`config.mk`:
```
export PLATFORM = sky130hd
export DESIGN_NAME = wavhc_parser
export DESIGN_NICKNAME = d
export VERILOG_FILES = /design/src/rtl/wavhc_pkg.sv /design/src/rtl/wavhc_parser.sv
export SDC_FILE = /design/constraint.sdc
export NUM_CORES = 1
export LEC_CHECK = 0
export ABC_AREA = 0
export BUFFER_PORTS_ARGS = -buffer_cell sky130_fd_sc_hd__buf_2
export CAP_MARGIN = 10
export CORE_AREA = 2 2 140 142
export CTS_BUF_LIST = sky130_fd_sc_hd__clkbuf_4 sky130_fd_sc_hd__clkbuf_8
export DETAILED_ROUTE_END_ITERATION = 6
export DIE_AREA = 0 0 142 144
export PLACE_DENSITY_LB_ADDON = 0.1
export SLEW_MARGIN = 20
export SYNTH_ARGS = -nofsm -noshare
export SYNTH_HDL_FRONTEND = slang
export SYNTH_SLANG_ARGS = --single-unit
```
`constraint.sdc`:
```
create_clock -name clk -period 9.08 [get_ports clk]
set_clock_uncertainty 0.1 [all_clocks]
set_input_delay 2.724 -clock clk [delete_from_list [all_inputs] [get_ports clk]]
set_output_delay 2.724 -clock clk [all_outputs]
set_load 0.05 [all_outputs]
```
`src/rtl/wavhc_pkg.sv`:
```
// ----------------------------------------------------------------------------
// wavhc_pkg
// Shared types, codes and tag tables of the RIFF/WAVE header checker.
// ----------------------------------------------------------------------------
package wavhc_pkg;

	typedef enum logic [3:0] {
		VERDICT_OK        = 4'd0,
		VERDICT_RIFF      = 4'd1,
		VERDICT_WAVE      = 4'd2,
		VERDICT_FMT       = 4'd3,
		VERDICT_CHANS     = 4'd4,
		VERDICT_RATE      = 4'd5,
		VERDICT_BITS      = 4'd6,
		VERDICT_DATA      = 4'd7,
		VERDICT_LENGTH    = 4'd8,
		VERDICT_BAD_CHANS = 4'd9,
		VERDICT_BAD_BITS  = 4'd10
	} verdict_t;

	typedef enum logic [2:0] {
		REG_EXP_CHANNELS = 3'd0,
		REG_EXP_RATE     = 3'd1,
		REG_EXP_BITS     = 3'd2,
		REG_MIN_FRAMES   = 3'd3,
		REG_MAX_FRAMES   = 3'd4
	} reg_index_t;

	typedef enum logic [1:0] {
		TAG_RIFF = 2'd0,
		TAG_WAVE = 2'd1,
		TAG_FMT  = 2'd2,
		TAG_DATA = 2'd3
	} tag_sel_t;

	localparam int unsigned REG_INDEX_W = 3;
	localparam logic [15:0] FMT_SIZE_EXT = 16'd18;
	localparam logic [15:0] BITS_16      = 16'd16;
	localparam logic [15:0] BITS_8       = 16'd8;
	localparam logic [15:0] CHANS_MONO   = 16'd1;
	localparam logic [15:0] CHANS_STEREO = 16'd2;

	typedef struct packed {
		logic [15:0]        exp_channels;
		logic [31:0]        exp_rate;
		logic [15:0]        exp_bits;
		logic signed [31:0] min_frames;
		logic signed [31:0] max_frames;
	} cfg_t;

	typedef struct packed {
		logic               valid;
		verdict_t           verdict;
		logic signed [31:0] frames;
	} result_t;

	function automatic logic [7:0] tag_char(tag_sel_t sel, logic [1:0] idx);
		logic [31:0] word;
		case (sel)
			TAG_RIFF: word = {8'h52, 8'h49, 8'h46, 8'h46};
			TAG_WAVE: word = {8'h57, 8'h41, 8'h56, 8'h45};
			TAG_FMT:  word = {8'h66, 8'h6D, 8'h74, 8'h20};
			TAG_DATA: word = {8'h64, 8'h61, 8'h74, 8'h61};
			default:  word = '0;
		endcase
		case (idx)
			2'd0:    return word[31:24];
			2'd1:    return word[23:16];
			2'd2:    return word[15:8];
			default: return word[7:0];
		endcase
	endfunction

endpackage

```
`src/rtl/wavhc_parser.sv`:
```
// ----------------------------------------------------------------------------
// wavhc_parser
// Byte-serial header parse: tag matching, field assembly and the verdict.
// ----------------------------------------------------------------------------
module wavhc_parser (
	input  logic              clk,
	input  logic              arst_n,
	input  logic              take,
	input  logic [7:0]        file_byte,
	input  logic              start_of_file,
	input  wavhc_pkg::cfg_t   cfg,
	output wavhc_pkg::result_t res
);

	logic [5:0]  pos_q;
	logic [31:0] shift_q;
	logic [31:0] fmt_size_q;
	logic [15:0] chans_q;
	logic [15:0] bits_q;
	logic        given_q;

	logic        active;
	logic [5:0]  pos;
	logic [31:0] new_shift;
	logic [5:0]  base;
	logic [5:0]  rel;
	logic [31:0] frames;
	logic        ld_fmt;
	logic        ld_chans;
	logic        ld_bits;
	wavhc_pkg::result_t r;

	assign active    = start_of_file || !given_q;
	assign pos       = start_of_file ? 6'd0 : pos_q;
	assign new_shift = {file_byte, (start_of_file ? 24'd0 : shift_q[31:8])};
	assign base      = (fmt_size_q == {16'd0, wavhc_pkg::FMT_SIZE_EXT}) ? 6'd38 : 6'd36;
	assign rel       = pos - base;

	always_comb begin
		r        = '0;
		r.verdict = wavhc_pkg::VERDICT_OK;
		frames   = new_shift;
		ld_fmt   = 1'b0;
		ld_chans = 1'b0;
		ld_bits  = 1'b0;
		if (pos inside {[6'd0:6'd3]}) begin
			if (file_byte != wavhc_pkg::tag_char(wavhc_pkg::TAG_RIFF, pos[1:0])) begin
				r.valid   = 1'b1;
				r.verdict = wavhc_pkg::VERDICT_RIFF;
			end
		end else if (pos inside {[6'd8:6'd11]}) begin
			if (file_byte != wavhc_pkg::tag_char(wavhc_pkg::TAG_WAVE, pos[1:0])) begin
				r.valid   = 1'b1;
				r.verdict = wavhc_pkg::VERDICT_WAVE;
			end
		end else if (pos inside {[6'd12:6'd15]}) begin
			if (file_byte != wavhc_pkg::tag_char(wavhc_pkg::TAG_FMT, pos[1:0])) begin
				r.valid   = 1'b1;
				r.verdict = wavhc_pkg::VERDICT_FMT;
			end
		end else if (pos == 6'd19) begin
			ld_fmt = 1'b1;
		end else if (pos == 6'd23) begin
			ld_chans = 1'b1;
			if (new_shift[31:16] != cfg.exp_channels) begin
				r.valid   = 1'b1;
				r.verdict = wavhc_pkg::VERDICT_CHANS;
			end
		end else if (pos == 6'd27) begin
			if (new_shift != cfg.exp_rate) begin
				r.valid   = 1'b1;
				r.verdict = wavhc_pkg::VERDICT_RATE;
			end
		end else if (pos == 6'd35) begin
			ld_bits = 1'b1;
			if (new_shift[31:16] != cfg.exp_bits) begin
				r.valid   = 1'b1;
				r.verdict = wavhc_pkg::VERDICT_BITS;
			end
		end else if (pos >= base) begin
			if (rel < 6'd4) begin
				if (file_byte != wavhc_pkg::tag_char(wavhc_pkg::TAG_DATA, rel[1:0])) begin
					r.valid   = 1'b1;
					r.verdict = wavhc_pkg::VERDICT_DATA;
				end
			end else if (rel >= 6'd7) begin
				r.valid = 1'b1;
				if (bits_q == wavhc_pkg::BITS_16 || bits_q == wavhc_pkg::BITS_8) begin
					if (chans_q == wavhc_pkg::CHANS_MONO) begin
						frames = (bits_q == wavhc_pkg::BITS_16) ? (new_shift >> 1) : new_shift;
					end else if (chans_q == wavhc_pkg::CHANS_STEREO) begin
						frames = (bits_q == wavhc_pkg::BITS_16) ? (new_shift >> 2)
							: (new_shift >> 1);
					end else begin
						r.verdict = wavhc_pkg::VERDICT_BAD_CHANS;
					end
					if (r.verdict == wavhc_pkg::VERDICT_OK) begin
						r.frames = $signed(frames);
						if ($signed(frames) < cfg.min_frames
							|| $signed(frames) > cfg.max_frames) begin
							r.verdict = wavhc_pkg::VERDICT_LENGTH;
						end
					end
				end else begin
					r.verdict = wavhc_pkg::VERDICT_BAD_BITS;
				end
			end
		end
		r.valid = r.valid && take && active;
	end

	always_ff @(posedge clk or negedge arst_n) begin
		if (!arst_n) begin
			pos_q      <= '0;
			shift_q    <= '0;
			fmt_size_q <= '0;
			chans_q    <= '0;
			bits_q     <= '0;
			given_q    <= 1'b1;
		end else if (take && active) begin
			shift_q <= new_shift;
			given_q <= r.valid;
			pos_q   <= r.valid ? pos : pos + 6'd1;
			if (ld_fmt) begin
				fmt_size_q <= new_shift;
			end
			if (ld_chans) begin
				chans_q <= new_shift[31:16];
			end
			if (ld_bits) begin
				bits_q <= new_shift[31:16];
			end
		end
	end

	assign res = r;

`ifndef NO_ASSERTIONS
	// A verdict always closes the file until the next start marker.
	a_verdict_closes: assert property (@(posedge clk) disable iff (!arst_n)
		r.valid |=> given_q)
		else $error("parser did not go idle after a verdict");

	// The header never runs past the last data size byte.
	a_pos_bound: assert property (@(posedge clk) disable iff (!arst_n)
		pos_q <= 6'd45)
		else $error("byte position beyond header end");

	// Without a start marker an idle parser keeps its place.
	a_idle_holds: assert property (@(posedge clk) disable iff (!arst_n)
		given_q && !(take && start_of_file) |=> given_q && $stable(pos_q))
		else $error("idle parser changed state");
`endif

endmodule

```
Word level (Yosys, flattened, before mapping)
Index checks and enable logic that the tools add are counted.
{ "word_totals": {"reg_bits": 103, "latchBits": 0, "ramBits": 0, "mem_bits_ro": 0, "input_bits": 140, "output_inout_bits": 37, "n_memories": 0} }
{ "classes": {"n_addsub": 2, "n_mul": 0, "div": 0, "n_lt_le_gt_ge": 11, "eq_ne": 19, "shift": 0, "mux": 106, "bitwise_logic": 0, "reduce_logical": 16} }
{ "op_table": {"columns": ["op", "count"], "rows": [
  ["32-bit two-way mux", 22],
  ["36-bit two-way mux", 12],
  ["8-bit two-way mux", 15],
  ["37-bit two-way mux", 3],
  ["5-bit two-way mux", 14],
  ["4-bit two-way mux", 15],
  ["32-bit by 5-bit equality test with 1-bit output, second input constant", 1],
  ["32-bit greater-than comparator", 1],
  ["32-bit less-than comparator", 1],
  ["16-bit != test", 2],
  ["32-bit != test", 1],
  ["8-bit != test", 4],
  ["31-bit two-way mux", 1],
  ["24-bit two-way mux", 1],
  ["7-bit one-hot mux with 3 select lines", 1],
  ["5-bit one-hot mux with 2 select lines", 2],
  ["6-bit by 5-bit equality test with 1-bit output, second input constant", 3],
  ["16-bit by 1-bit equality test with 1-bit output, second input constant", 1],
  ["16-bit by 2-bit equality test with 1-bit output, second input constant", 1],
  ["16-bit by 4-bit equality test with 1-bit output, second input constant", 1],
  ["16-bit by 5-bit equality test with 1-bit output, second input constant", 1],
  ["1-bit two-way mux", 16],
  ["5-bit one-hot mux with 3 select lines", 1],
  ["6-bit by 4-bit >= comparator with 1-bit output, second input constant", 2],
  ["19 further kinds", 32]
]} }

Logic depth before layout (Yosys ltp)
{ "depth": {"depth_word": 44, "mapped_depth": 19} }

Worst setup path before layout
No wires, ideal clock.
{ "synth_path": {"path_kind": "input to output", "startpoint": "input port start_of_file", "endpoint": "output port res[33] (netlist name)", "t_arrival_ns": 6.306, "required_time_ns": 6.256, "path_slack_ns": -0.050, "cell_stages": 15, "cell_sequence": "buf_2 buf_2 buf_2 buf_1 nor2b_1 ha_1 nor3_2 xnor2_1 nor4_1 nand2_1 o221ai_1 a21o_1 a2111oi_0 a21oi_1 o21ai_0"} }
{ "synth_lines": {"columns": ["item", "line", "rtl"], "rows": [
  ["from (decl)", "wavhc_parser.sv:10", "input logic start_of_file,"],
  ["to (decl)", "wavhc_parser.sv:12", "output wavhc_pkg::result_t res"]
]} }

==> flow_summary.json <==
{
  "r2r_start": "fmt_size_q[25]$_DFFE_PN0P_",
  "hpwl_mm": 21.5,
  "cp.arrival_ps": 5950,
  "clk_pin_slew_ps": 80,
  "ios": 177,
  "critPathMaxFanout": 14,
  "avgSynthCellArea_um2": 7.82,
  "synth-edff-count": 0,
  "die_w_um": 142,
  "maxCapViolCount": 0,
  "stdcell_area_um2": 9700,
  "r2r-end": "pos_q[4]$_DFFE_PN0P_",
  "drt_first_pass_iters": 5,
  "synth_nets": 1282,
  "place_congestion": 0.944,
  "cts-root-buf": "clkbuf_8",
  "timing.critical_path.to_type": "primary output",
  "tns_ps": 0,
  "crit_cells": 17,
  "postCtsSetupBuffers": 0,
  "final_hold_viol_count": 0,
  "dp_cells": 1444,
  "die-area_um2": 20400,
  "cts_hold_buffers": 0,
  "start_kind": "input pin",
  "ys_async_sr_fraction_pct": 100,
  "worstPathRequired_ps": 6260,
  "ys.warnings.count": 0,
  "synth_cells": 1072,
  "worst_slew_pin_slew_ps": 941,
  "syn-cell-area_um2": 8380,
  "fin_util_pct": 50.9,
  "gr-usage-all-layers_pct": 26.8,
  "cts.sinks": 95,
  "grt_pass1_wl_mm": 42.4,
  "fin_cells": 1460,
  "crit_end": "res[33]",
  "overflow": 0,
  "drv_slew": 0,
  "placed_area_um2": 9490,
  "rsz0062_at_grt": "no",
  "cts.repair.resized": 0,
  "fillers": 1935,
  "area_growth_syn_to_layout_pct": 15.8,
  "cp_top_family": "compound AO/OA/AOI/OAI gates",
  "port_buffers": 176,
  "clock_latency_ps": 380,
  "drt_iter0_drc": 519,
  "rr_worst_depth": 15,
  "antenna_found_initial": 1,
  "slowest_stage": "a2111oi_0",
  "synth_cell_types": 70,
  "status": "finished, final reports clean",
  "setup_viol": 0,
  "wl_mm": 27.6,
  "drc": 0,
  "wl_per_cell_um": 18.9,
  "start_util_pct": 43.9,
  "layout_common_cells": "buf_2 (175), nor2_1 (125), nand2_1 (109), o21ai_0 (96), dfrtp_1 (94)",
  "htreeDepth": 3,
  "grt_pass1_vias": 7813,
  "cellLeakagePower_uw": 0.00472,
  "numCtsBuffers": 9,
  "cp_cell_sequence": "buf_2, buf_4, nor2b_1, inv_1, ha_1, inv_1, ha_1, nor3_2, xnor2_1, nor4_1, nand2_1, o221ai_1, a21o_1, a2111oi_0, a21oi_1, o21ai_1, buf_2",
  "peakVddDrop_mv": 0.0544,
  "rrSetupSlack_ps": 5280,
  "antennaDiodeCount": 0,
  "p_per_area_nw_per_um2": 108,
  "crit_buf_inv": 5,
  "path_class": "in -> out",
  "seq_area_frac_synth_pct": 28.4,
  "max_stage_delay_ps": 520,
  "ant_nets": 0,
  "max_freq_mhz": 114,
  "fin_crit_ps": 8770,
  "hp-class": "reg -> reg",
  "crit_start": "start_of_file",
  "finalPower_uw": 1050,
  "layout-drive-gt1-share_pct": 22.1,
  "ys_ff_latch": 95,
  "layout_commonest_cell": "buf_2",
  "vias": 8297,
  "viasPerCell": 5.68,
  "cts_tree": "yes",
  "final_nets": 1427,
  "rows": 51,
  "fin_crit_sh_pct": 96.6,
  "coreArea_um2": 19100,
  "fp.dieH_um": 144,
  "slew_headroom_pct": 37.1,
  "synth-main-ff-cell": "dfrtp_1",
  "grt_max_degree": 58,
  "clockBufferDepth": 2
}
-- worst min path at each step --
stage	to	cells past startpoint	start
CTS	fmt_size_q[0]$_DFFE_PN0P_	2	fmt_size_q[0]$_DFFE_PN0P_
finish	fmt_size_q[1]$_DFFE_PN0P_	2	fmt_size_q[1]$_DFFE_PN0P_
floorplan	fmt_size_q[1]$_DFFE_PN0P_	2	fmt_size_q[1]$_DFFE_PN0P_
global route	fmt_size_q[0]$_DFFE_PN0P_	2	fmt_size_q[0]$_DFFE_PN0P_
global placement	fmt_size_q[4]$_DFFE_PN0P_	2	fmt_size_q[4]$_DFFE_PN0P_
detailed placement	chans_q[6]$_DFFE_PN0P_	2	chans_q[6]$_DFFE_PN0P_
-- synthesized netlist by cell type (all sizes together) (24+ instances only) --
cell type	n	share of area, %
a21oi	42	2.5
buf	29	1.7
clkbuf	42	1.9
dfrtp	94	28
ha	70	10
inv	80	3.6
mux2	29	3.9
nand2	111	5.0
nand4	24	1.8
nor2	125	5.6
nor3	35	2.2
nor4	27	2.0
o21ai	98	5.9
xnor2	41	4.3
-- layer usage --
layer	wire, um	track usage (%)	vias up
li1	-	-	4101
met1	12600	38.1	3817
met5	14	0	-
met2	12500	43.2	334
met3	1880	3.18	43
met4	571	7.53	2
-- cell families after synthesis --
family / synth area share [%]
AND/OR/NAND/NOR: 25.9
multiplexers: 4.13
flip-flops: 28.4
adder cells (fa/ha/maj): 10.4
AO/OA/AOI/OAI: 18.2
XOR/XNOR: 5.75
buffers and inverters: 7.20
-- through the flow --
stage | setup slack (ps) | hold WS (ps)
6_report | 309 | 392
3_5_place_dp | 406 | 373
2_1_floorplan | 190 | 342
5_1_grt | 1.39 | 414
3_3_place_gp | 374 | 362
4_1_cts | 390 | 394
-- registers in the layout, summed over array words and instances (netlist names) --
signal,flops
bits_q,16
given_q,1
chans_q,16
shift_q,24
fmt_size_q,32
pos_q,6
-- worst register-to-register path, stage by stage, from the launching register on --
cell	delay [ps]
dfrtp_1	410
nor4_1	380
nand4_1	170
nor2_1	150
ha_1	200
inv_1	50
ha_1	220
nor3_2	200
xnor2_1	80
nor4_1	350
nand2_1	330
o221ai_1	300
a21o_1	210
a31oi_4	150
nor4b_4	300
xnor2_1	140
-- power by group --
part	switching (uW)	total (uW)	internal (uW)
Sequential	45.0	482	437
Clock	166	300	134
Combinational	150	268	118
-- cell type report --
class	count	area [um^2]	area share, %
multi-input cells	826	5410	55.8
flip-flops and latches	95	2380	24.5
repair buffers	205	1100	11.3
inverters	80	300	3.09
well taps	238	298	3.07
clock buffers	9	124	1.28
clock inverters	7	88.8	0.915
Note: power is estimated with default switching activity, not from simulation.
